==> config.mk <==
export PLATFORM = sky130hd
export DESIGN_NAME = sst_cell
export DESIGN_NICKNAME = d
export VERILOG_FILES = /design/src/rtl/core/sst_pkg.sv /design/src/rtl/core/sst_cell.sv
export SDC_FILE = /design/constraint.sdc
export NUM_CORES = 1
export LEC_CHECK = 0
export BUFFER_PORTS_ARGS = -buffer_cell sky130_fd_sc_hd__buf_2
export CAP_MARGIN = 20
export CORE_ASPECT_RATIO = 1.75
export CORE_MARGIN = 8
export CORE_UTILIZATION = 49
export DETAILED_ROUTE_END_ITERATION = 16
export GPL_TIMING_DRIVEN = 0
export HOLD_SLACK_MARGIN = 0.08
export PLACE_DENSITY = 0.79
export SKIP_CTS_REPAIR_TIMING = 1
export SYNTH_ARGS = -nofsm -noshare
export SYNTH_HDL_FRONTEND = slang
export SYNTH_SLANG_ARGS = --single-unit
export TNS_END_PERCENT = 100
==> constraint.sdc <==
create_clock -name clk_i -period 3.6 [get_ports clk_i]
set_input_delay 0.18 -clock clk_i [delete_from_list [all_inputs] [get_ports clk_i]]
set_output_delay 0.18 -clock clk_i [all_outputs]
set_load 0.01 [all_outputs]
==> src/rtl/core/sst_pkg.sv <==
`timescale 1ns / 1ps

package sst_pkg;

  localparam int OPCODE_W    = 3;
  localparam int LEN_IN_W    = 16;
  localparam int CODE_W      = 16;
  localparam int OUT_LEN_W   = 4;
  localparam int OUT_COUNT_W = 6;

  typedef enum logic [OPCODE_W-1:0] {
    OP_INSERT      = 3'd0,
    OP_TEXT_DELETE = 3'd1,
    OP_TEXT_INSERT = 3'd2,
    OP_LOOKUP      = 3'd3,
    OP_CANCEL_MARK = 3'd4,
    OP_SET_MARK    = 3'd5,
    OP_STATUS      = 3'd6
  } opcode_e;

  typedef enum logic [1:0] {
    CMD_HOLD,
    CMD_EVAL,
    CMD_INSERT,
    CMD_SHIFT
  } cell_cmd_e;

  // Prefix flags that ripple from cell 0 toward the tail of the chain.
  typedef struct packed {
    logic ins_seen;
    logic kill_seen;
    logic hit_seen;
  } chain_t;

endpackage

==> src/rtl/core/sst_cell.sv <==
`timescale 1ns / 1ps

module sst_cell #(
  parameter int POS_BITS     = 16,
  parameter int LEN_W        = 4,
  parameter int MAX_SPAN_LEN = 15
) (
  input  logic                          clk_i,
  input  logic                          rst_ni,
  input  sst_pkg::cell_cmd_e            cmd_i,
  input  sst_pkg::opcode_e              opcode_i,
  input  logic [POS_BITS-1:0]           position_i,
  input  logic [sst_pkg::LEN_IN_W-1:0]  length_i,
  input  logic [sst_pkg::CODE_W-1:0]    code_i,
  input  logic                          valid_i,
  input  sst_pkg::chain_t               chain_i,
  output sst_pkg::chain_t               chain_o,
  input  logic [POS_BITS-1:0]           left_start_i,
  input  logic [LEN_W-1:0]              left_len_i,
  input  logic [sst_pkg::CODE_W-1:0]    left_code_i,
  input  logic                          left_mark_i,
  input  logic [POS_BITS-1:0]           right_start_i,
  input  logic [LEN_W-1:0]              right_len_i,
  input  logic [sst_pkg::CODE_W-1:0]    right_code_i,
  input  logic                          right_mark_i,
  input  logic                          right_kill_i,
  output logic [POS_BITS-1:0]           start_o,
  output logic [LEN_W-1:0]              len_o,
  output logic [sst_pkg::CODE_W-1:0]    code_o,
  output logic                          mark_o,
  output logic                          kill_o,
  output logic                          sel_o
);

  localparam int SUM_W = ((POS_BITS > sst_pkg::LEN_IN_W) ? POS_BITS : sst_pkg::LEN_IN_W) + 1;

  logic [POS_BITS-1:0]        start_q;
  logic [LEN_W-1:0]           len_q;
  logic [sst_pkg::CODE_W-1:0] code_q;
  logic                       mark_q;
  logic                       kill_q;
  logic                       hit_q;

  logic [SUM_W-1:0] s_w, e_w, p_w, l_w, pe_w, sum_w, diff_w, max_w;
  logic             overlap, covers, at_or_after, ins_here, kill_take;
  logic [POS_BITS-1:0] grown_start, shrunk_start;
  logic [LEN_W-1:0]    new_len;

  always_comb begin
    s_w          = SUM_W'(start_q);
    e_w          = s_w + SUM_W'(len_q);
    p_w          = SUM_W'(position_i);
    l_w          = SUM_W'(length_i);
    pe_w         = p_w + l_w;
    sum_w        = s_w + l_w;
    diff_w       = s_w - l_w;
    max_w        = SUM_W'({POS_BITS{1'b1}});
    overlap      = (s_w < pe_w) && (e_w > p_w);
    covers       = (s_w <= p_w) && (e_w > p_w);
    at_or_after  = s_w >= p_w;
    grown_start  = (sum_w > max_w) ? {POS_BITS{1'b1}} : sum_w[POS_BITS-1:0];
    shrunk_start = (s_w >= l_w) ? diff_w[POS_BITS-1:0] : '0;
    new_len      = (length_i > sst_pkg::LEN_IN_W'(MAX_SPAN_LEN)) ?
                   LEN_W'(MAX_SPAN_LEN) : LEN_W'(length_i);
    ins_here     = !valid_i || at_or_after;
    kill_take    = chain_i.kill_seen || kill_q;
  end

  assign chain_o.ins_seen  = chain_i.ins_seen || ins_here;
  assign chain_o.kill_seen = kill_take;
  assign chain_o.hit_seen  = chain_i.hit_seen || hit_q;

  assign start_o = start_q;
  assign len_o   = len_q;
  assign code_o  = code_q;
  assign mark_o  = mark_q;
  assign kill_o  = kill_q;
  assign sel_o   = hit_q && !chain_i.hit_seen;

  always_ff @(posedge clk_i) begin
    case (cmd_i)
      sst_pkg::CMD_INSERT: begin
        if (chain_i.ins_seen) begin
          start_q <= left_start_i;
          len_q   <= left_len_i;
          code_q  <= left_code_i;
          mark_q  <= left_mark_i;
        end else if (ins_here) begin
          start_q <= position_i;
          len_q   <= new_len;
          code_q  <= code_i;
          mark_q  <= 1'b0;
        end
      end
      sst_pkg::CMD_EVAL: begin
        case (opcode_i)
          sst_pkg::OP_TEXT_DELETE: begin
            if (at_or_after) start_q <= shrunk_start;
          end
          sst_pkg::OP_TEXT_INSERT: begin
            if (at_or_after) start_q <= grown_start;
          end
          sst_pkg::OP_CANCEL_MARK: begin
            mark_q <= 1'b0;
          end
          sst_pkg::OP_SET_MARK: begin
            if (valid_i && overlap) mark_q <= 1'b1;
          end
          default: begin
          end
        endcase
      end
      sst_pkg::CMD_SHIFT: begin
        if (kill_take) begin
          start_q <= right_start_i;
          len_q   <= right_len_i;
          code_q  <= right_code_i;
          mark_q  <= right_mark_i;
        end
      end
      default: begin
      end
    endcase
  end

  always_ff @(posedge clk_i or negedge rst_ni) begin
    if (!rst_ni) begin
      kill_q <= 1'b0;
      hit_q  <= 1'b0;
    end else begin
      case (cmd_i)
        sst_pkg::CMD_EVAL: begin
          kill_q <= (opcode_i == sst_pkg::OP_TEXT_DELETE) && valid_i && overlap;
          hit_q  <= (opcode_i == sst_pkg::OP_LOOKUP) && valid_i && covers;
        end
        sst_pkg::CMD_SHIFT: begin
          if (kill_take) kill_q <= right_kill_i;
        end
        default: begin
        end
      endcase
    end
  end

endmodule

==> run_results.csv <==
group,metric,value,unit
outcome,status,"finished, violations left",
outcome,failed_checks,"setup timing",
sta,skew,6.31,ps
synth,synth_edf_count,37,
sta,hold_viol,0,
die,start_util,0.498,
sta,holdWs,160,ps
finish,drive_above_1_share,0.262,
setup_path,r2r_start,"start_o[1]",
power,vdd_drop_max,0.000240,V
power,pwr_density_cell,311,mW/mm²
clock_network,cts_buffers,5,
setup_path,critical_path.max_fanout,4,
setup_path,path_buf_inv,1,
sta,period_share,1.01,
global_routing,first_global_vias,7010,
synth,ys_ff_latch,39,
synth,synth_compound_area_frac,0.245,
setup_path,r2r-end,"mark_o",
setup_path,cp-end-kind,"register",
route,drt_iter0_markers,494,
synth,synthesis.area,0.00615,mm²
setup_path,cp_top_family,"compound AO/OA/AOI/OAI gates",
setup_path,r2r_setup_slack,-50,ps
power,leakage,3.57,nW
die,rows,54,
clock_network,cts_tree,"done",
global_routing,grt_overflow,0,
finish,antenna_cells,0,
die,dieWidth,101,µm
die,die_area,0.0165,mm²
finish,syn2layout_area_growth,23.9,%
worst_hold_path,min-delay-path-class,"in2reg",
synth,synth_mux_area_frac,0.0504,
clock_network,clkTransAtPathRegs,60,ps
sta,slew_headroom,0.444,
route,dr.pass1.iters,5,
synth,synth_nets,990,
synth,synth_top_family_by_area,"compound AO/OA/AOI/OAI gates",
setup_path,critPathMaxStageDelay,480,ps
synth,synth_xor_area_frac,0.0498,
sta,max_freq,274,MHz
setup_path,arrival,3670,ps
clock_network,clk_latency,290,ps
synth,synthArstFlopShare,0.0513,
route,finalWirelength,23700,µm
clock_network,clock_sinks,39,
synth,yosys.area_share.simple,0.196,
die,boundaryPins,176,
placed_design,dp_slack,-491,ps
route,vias,6842,
setup_path,critPathSlowestCell,"edfxtp_1",
route,drc,0,
setup_path,cp_num_cells,17,
global_routing,grt_pass1_wl,35400,µm
placed_design,hpwlAfterDp,19600,µm
setup_path,worst_ep_required_time,3620,ps
placed_design,port_buffers,174,
sta,setup_viol,2,
synth,ys.flop_type,"edfxtp_1",
sta,period_minus_slack,3650,ps
synth,syn_avg_cell_area,8.17,µm²
sta,setup_ws,-46.5,ps
synth,yosysMostFrequentCell,"ha_1",
route,wl_per_cell,21.3,µm
route,viasPerCell,6.15,
worst_hold_path,min_delay_path_depth,3,
global_routing,grt_usage,0.279,
global_routing,antenna_found_initial,1,
finish,nets,1181,
synth,synthCells,753,
clock_network,cts-root-buf,"clkbuf_16",
setup_path,start_kind,"register",
synth,post_synth_most_frequent_cells,"ha_1 (99), nor2_1 (60), inv_1 (56), nand2_1 (55), o21ai_0 (51)",
sta,tightest_slew,831,ps
clock_network,ctsHtreeMaxLevel,2,
synth,synth_fa_ha_area_frac,0.214,
die,die_h,164,µm
job,drv_cap,0,
synth,ys_types,78,
synth,yosys_warnings,0,
clock_network,clock_path_buffers,2,
placed_design,gp_congestion,0.969,
synth,ys_seq_area_frac,0.189,
die,coreArea,0.0124,mm²
global_routing,grt_max_degree,21,
setup_path,worstRegToRegCells,17,
sta,rsz0062_at_grt,"yes",
worst_hold_path,min-delay-start,"right_len_i[1]",
route,ant_nets,0,
worst_hold_path,worstHoldEndpoint,"len_o[1]",
setup_path,critPathKind,"reg2reg",
synth,yosys.area.top_type,"ha_1",
synth,synth.area.top_cells,"ha_1 (20%), edfxtp_1 (18%), mux2i_1 (5.0%)",
synth,synth_top_area_share,0.201,
setup_path,worstPathCellList,"buf_4, ha_1, a21o_1, a21oi_1, nor2b_1, nor2_1, nor2_2, nand3_1, xnor2_1, ha_1, or2_2, a21oi_1, a21oi_2, o31ai_1, nor2_1, o21ai_2, a221oi_2",
sta,slew_viol_final,0,
## per-stage QoR
step / total power, mW / TNS (ps) / util / area [µm²] / cells
6_report: 2.37 / -67.1 / 0.617 / 7630 / 1113
2_1_floorplan: 1.43 / 0 / - / 6180 / 753
3_5_place_dp: 1.83 / -1300 / 0.589 / 7290 / 1096
3_3_place_gp: 1.80 / -4780 / 0.588 / 7270 / 1095
4_1_cts: 2.29 / -1550 / 0.601 / 7430 / 1104
5_1_grt: 2.52 / -1890 / 0.617 / 7630 / 1113
## report_power, final
group / internal, mW / switching, mW
sequential: 0.556 / 0.0653
combinational: 0.555 / 0.739
clock: 0.257 / 0.197
## final cells by class
| cell class | instances | area (µm²) |
|---|---|---|
| timing repair buffer | 184 | 955 |
| sequential | 39 | 1160 |
| clock inverter | 2 | 12.5 |
| tap | 168 | 210 |
| fill | 1114 | 4740 |
| multi-input combinational | 627 | 4820 |
| clock buffer | 6 | 129 |
| inverter | 60 | 225 |
| buffer | 27 | 120 |
## cells in the final DEF (no fill, tap or decap), types with 9 or more instances in the layout
master	count
clkbuf_1	18
nand2b_1	10
nand4_1	11
a221o_1	9
o21ai_0	47
nand3_1	23
or3_1	11
a21o_1	16
nor2b_1	12
nor3_1	9
mux2i_1	31
a21oi_1	48
buf_4	12
xnor2_1	28
o211ai_1	13
nand2_1	55
ha_1	95
edfxtp_1	37
nor2_1	58
buf_2	176
inv_1	56
## how the worst max path moves through the flow
stage	start	to	slack, ps
after detailed placement	length_i[1]	mark_o	-490
after global placement	start_o[1]	mark_o	-480
after floorplan	position_i[2]	mark_o	5
final	start_o[1]	mark_o	-50
after global routing	start_o[1]	mark_o	-260
after CTS	start_o[1]	mark_o	-520
## kinds of logic after synthesis
kind of cell,after synthesis
AO/OA/AOI/OAI,221
XOR/XNOR,35
adder cells (fa/ha/maj),103
buffers and inverters,87
flip-flops,39
multiplexers,31
AND/OR/NAND/NOR,237
## routing by layer
metal,up-vias,global-route usage,share of wire
met5,-,0,0.00051
met4,2,0.181,0.064
met3,99,0.0815,0.093
met2,391,0.505,0.50
met1,3174,0.267,0.34
li1,3176,-,-
## registers in the layout, indices dropped and copies added, names as in the netlist
register	count
kill_o	1
start_o	16
mark_o	1
code_o	16
len_o	4
hit_q	1
## worst reg2reg max path, stage by stage, from the launching register on
cell	delay (ps)
edfxtp_1	480
buf_4	200
ha_1	290
a21o_1	180
a21oi_1	250
nor2b_1	110
nor2_1	150
nor2_2	90
nand3_1	100
xnor2_1	140
ha_1	260
or2_2	270
a21oi_1	180
a21oi_2	70
o31ai_1	220
nor2_1	100
o21ai_2	190
a221oi_2	100
(Power assumes the default switching activity.)
